<file path="config.mk">
export PLATFORM = sky130hd
export DESIGN_NAME = htp_ram
export DESIGN_NICKNAME = d
export VERILOG_FILES = /design/src/sv/htp_ram.sv
export SDC_FILE = /design/constraint.sdc
export NUM_CORES = 1
export LEC_CHECK = 0
export BUFFER_PORTS_ARGS = -buffer_cell sky130_fd_sc_hd__buf_2
export CAP_MARGIN = 15
export CORE_ASPECT_RATIO = 0.6
export CORE_UTILIZATION = 60
export DETAILED_ROUTE_END_ITERATION = 12
export PLACE_DENSITY_LB_ADDON = 0.12
export SLEW_MARGIN = 40
export SYNTH_ARGS = -nofsm -noshare
export SYNTH_HDL_FRONTEND = slang
export SYNTH_SLANG_ARGS = --single-unit
export TNS_END_PERCENT = 1
</file>
<file path="constraint.sdc">
create_clock -name clock -period 2.5 [get_ports clock]
set_clock_uncertainty 0.1 [all_clocks]
set_input_delay 0.25 -clock clock [delete_from_list [all_inputs] [get_ports clock]]
set_output_delay 0.25 -clock clock [all_outputs]
set_load 0.02 [all_outputs]
</file>
<file path="src/sv/htp_ram.sv">
// Generic single-write, single-read RAM with registered read data.
// No dependencies.
module htp_ram #(
   parameter int unsigned WIDTH = 8,
   parameter int unsigned DEPTH = 16
) (
   input  logic                     clock,
   input  logic                     wr_en,
   input  logic [$clog2(DEPTH)-1:0] wr_addr,
   input  logic [WIDTH-1:0]         wr_data,
   input  logic [$clog2(DEPTH)-1:0] rd_addr,
   output logic [WIDTH-1:0]         rd_data
);

   logic [WIDTH-1:0] mem_ff [DEPTH];
   logic [WIDTH-1:0] rd_data_ff;

   always_ff @(posedge clock) begin
      if (wr_en) begin
         mem_ff[wr_addr] <= wr_data;
      end
      rd_data_ff <= mem_ff[rd_addr];
   end

   assign rd_data = rd_data_ff;

endmodule

</file>
Word level (Yosys, flattened, before mapping)
Memory sizes are Yosys's and may differ from the RTL's. A register that Yosys moved wholly into a read port is not among the register bits.
Index checks and enable logic that the tools add are counted.
{"block": "word_totals", "wordCells": 3, "mem_bits_rw": 128, "register_bits": 0, "n_memories": 1, "output_inout_bits": 8, "inputBits": 18}
{"block": "op_classes", "mux": 2}
{"memory": "mem_ff", "depth": 16, "word_bits": 8, "rd": 1, "rd_clocked_by_memory_dff": 1, "wr": 1, "line_no": "15", "source": "logic [WIDTH-1:0] mem_ff [DEPTH];"}
{"operator": "two-way mux 1 bit", "n": 2}

Longest topological paths before layout
{"block": "depth", "ltp_word": 2, "depth_mapped": 5, "depth_no_buf": 3}

Least setup slack after synthesis
Ideal clock, no wire load.
{"block": "synth_timing", "path_kind": "in2reg", "from": "input wr_addr[2]", "to": "memory mem_ff[0][0] (enable)", "path_stages": 2, "t_arrival_ns": 1.360, "path_slack_ns": 0.657, "setup_ns": 0.383, "required_time_ns": 2.017, "path_buffers": 0, "cell_sequence": "or3b_2 -> nor3_1"}
{"item": "from (decl)", "line_no": "9", "source": "input logic [$clog2(DEPTH)-1:0] wr_addr,"}
{"item": "to (decl)", "line_no": "15"}
No word-level cell before the write port.

==> qor.csv <==
stage,metric,value,unit
run_status,status,completed,
critical_path,crit_chain,"mux4_1, a22oi_1, nand2_1",
logic_synthesis,synth.avg_cell_area,22.5,µm²
clocking,cts_made_buffers,17,
drt,via_count,2496,
logic_synthesis,synth_seq_cells,136,
global_route,antenna_found_initial,0,
sta,rsz0062_at_grt,false,
logic_synthesis,yosysMostFrequentCell,edfxtp_1,
sta,layout_setup_ws,1.06,ns
logic_synthesis,syn_area,5150,µm²
power_and_ir_drop,seqPwrFrac,0.490,
drt,route.detailed.drc,0,
power_and_ir_drop,power.density,864,nW/µm²
global_route,grt_pass1_wl,14800,µm
critical_path,slowest_stage,mux4_1,
drt,firstDrtPassIters,5,
clocking,cts_tree,yes,
logic_synthesis,synth_top_cells_by_count,"edfxtp_1 (128), mux4_2 (18), a22oi_1 (16), mux4_1 (14), nor2_1 (13)",
logic_synthesis,ys.warnings.count,0,
place,dpl_cell_area,5500,µm²
critical_path,slowest_delay,0.53,ns
drt,ant_nets,0,
drt,drtIter0Drc,269,
layout,drive_gt1_frac,0.301,
power_and_ir_drop,p_int,4.20,mW
layout,nets,301,
power_and_ir_drop,clkPwrFrac,0.462,
clocking,cts-hold-fix-buffers,0,
clocking,post_cts_resized,0,
floorplanning,ios,26,
layout,multi_input_area,1060,µm²
place,place_congestion,0.732,
critical_path,crit_type,reg2reg,
place,dp_hpwl,6160,µm
sta,relSlewSlack,0.514,
logic_synthesis,synthXorXnorAreaFrac,0,
power_and_ir_drop,switchingPower,1.04,mW
floorplanning,die-height,73.7,µm
sta,period_minus_slack,1.44,ns
sta,fin_setup_tns,0,ns
logic_synthesis,yosys.area_share.simple,0.0318,
critical_path,cp_max_fo,1,
floorplanning,die_w,122,µm
floorplanning,die_area,8970,µm²
critical_path,cp.required,2.69,ns
floorplanning,core_region_area,8100,µm²
critical_path,end_kind,register,
logic_synthesis,synth-edff-count,128,
power_and_ir_drop,power.leakage,2.09,nW
power_and_ir_drop,power,5.24,mW
global_route,grt_max_degree,33,
logic_synthesis,yosys.area_share.adder,0,
logic_synthesis,ys_top_cells_by_area,"edfxtp_1 (75%), mux4_2 (7.9%), mux4_1 (7.1%)",
layout,syn_to_final_growth,17.8,%
global_route,overflow,0,
place,pre_cts_slack,0.628,ns
global_route,grt_pass1_vias,2439,
clocking,clk_latency,0.41,ns
clocking,cts_root_buf,clkbuf_16,
sta,finalSetupViolCount,0,
logic_synthesis,synth_top_family_by_area,multiplexers,
layout,stdcell_area,6070,µm²
critical_path,crit_arrival,1.63,ns
logic_synthesis,synth_top_area_share,0.747,
logic_synthesis,seq_area_frac_synth,0.778,
drt,drt_wl_total,10000,µm
run,drv_cap,0,
power_and_ir_drop,switching_share,0.199,
clocking,clkSlewWorstSetupHoldPaths,0.06,ns
sta,fin_crit_sh,0.575,
drt,vias_per_cell,6.18,
place,port_buffers,25,
hold_path,hold_path_class,in2reg,
floorplanning,rows,25,
sta,max_freq,695,MHz
logic_synthesis,syn_inst,229,
critical_path,start_kind,register,
clocking,htree_levels,4,
logic_synthesis,ys_async_sr_fraction,0,
logic_synthesis,synthFlopType,edfxtp_1,
layout,register_area,4000,µm²
layout,post-route-util,0.749,
power_and_ir_drop,ir_worst_vdd,594,µV
clocking,post_cts_buffers,0,
sta,slew_violations,0,
logic_synthesis,synthesis.nets,247,
logic_synthesis,yosys.area.top_type,edfxtp_1,
layout,n_fill_cell,441,
sta,worstMarginPinSlew,0.727,ns
logic_synthesis,synth_compound_area_frac,0.0233,
layout,diodes,0,
logic_synthesis,synth_cell_types,19,
logic_synthesis,synth_mux_area_frac,0.150,
clocking,cts.sinks,136,
sta,hold_viol_final,0,
floorplanning,start_util,0.635,
clocking,cts_buffer_depth,2,
global_route,grt.total_usage,0.253,
power_and_ir_drop,combPwrFrac,0.048,
drt,wl_per_cell,24.8,µm
-- worst max-delay path: cells and delay by family, from the launching register on --
family	cells	cell delay, ns
DFF	1	0.37
AOI/OAI and AO/OA	1	0.24
muxes	1	0.53
and+or+nand+nor	1	0.08
-- state kept, by name, indices dropped and copies added, names as in the netlist --
register / flops
rd_data: 8
mem_ff: 128
-- cells by family after synthesis --
group,after synthesis
AO/OA/AOI/OAI,16
AND/OR/NAND/NOR,35
flip-flops,136
buffers and inverters,10
multiplexers,32
-- final cells by class --
class | count | share of cell area
Sequential cell | 136 | 0.660
Multi-Input combinational cell | 83 | 0.174
Clock buffer | 20 | 0.0720
Timing Repair Buffer | 45 | 0.0495
Tap cell | 108 | 0.0223
Clock inverter | 12 | 0.0219
-- through the flow --
stage               hold slack, ns  cells
floorplan                    0.249    229
global placement             0.541    372
detailed placement           0.542    372
CTS                          0.106    404
global route                 0.106    404
finish                       0.116    404
-- power by group through the flow --
stage	logic [mW]	clock network (mW)	registers (mW)
after floorplan	0.129	0	2.63
after global placement	0.248	0	2.61
after CTS	0.255	2.44	2.57
after global routing	0.272	2.53	2.57
after detailed placement	0.252	0	2.61
final	0.252	2.42	2.57
-- metal layers --
layer  routed length, µm  vias to the layer above  track usage  share of wire
li1                    -                     1084            -              -
met1                4640                     1291        0.386           0.46
met2                4490                      113        0.355           0.45
met3                 829                        8       0.0776          0.083
met4                  62                        0       0.0782         0.0062
met5                   0                        -            0              0
-- path summary, 6_finish.rpt --
path	startpoint	end	slack [ns]	depth (start not counted)
max reg2reg	mem_ff[11][1]$_DFFE_PP_	rd_data[1]$_DFF_P_	1.06	3
min reg2reg	mem_ff[6][4]$_DFFE_PP_	rd_data[4]$_DFF_P_	0.58	3
min	wr_data[4]	mem_ff[4][4]$_DFFE_PP_	0.12	1
max	mem_ff[11][1]$_DFFE_PP_	rd_data[1]$_DFF_P_	1.06	3
-- layout by cell type, fill, tap and decap left out, drive strengths merged --
master	n
clkbuf	20
clkinv	8
nand3b	2
nand3	1
nor2b	1
nand2	9
and2b	1
dfxtp	8
nand2b	2
buf	45
mux4	32
clkinvlp	1
bufinv	3
edfxtp	128
nor2	13
or3b	1
a22oi	16
nor3	4
and2	1
Note: power is estimated with default switching activity, not from simulation.
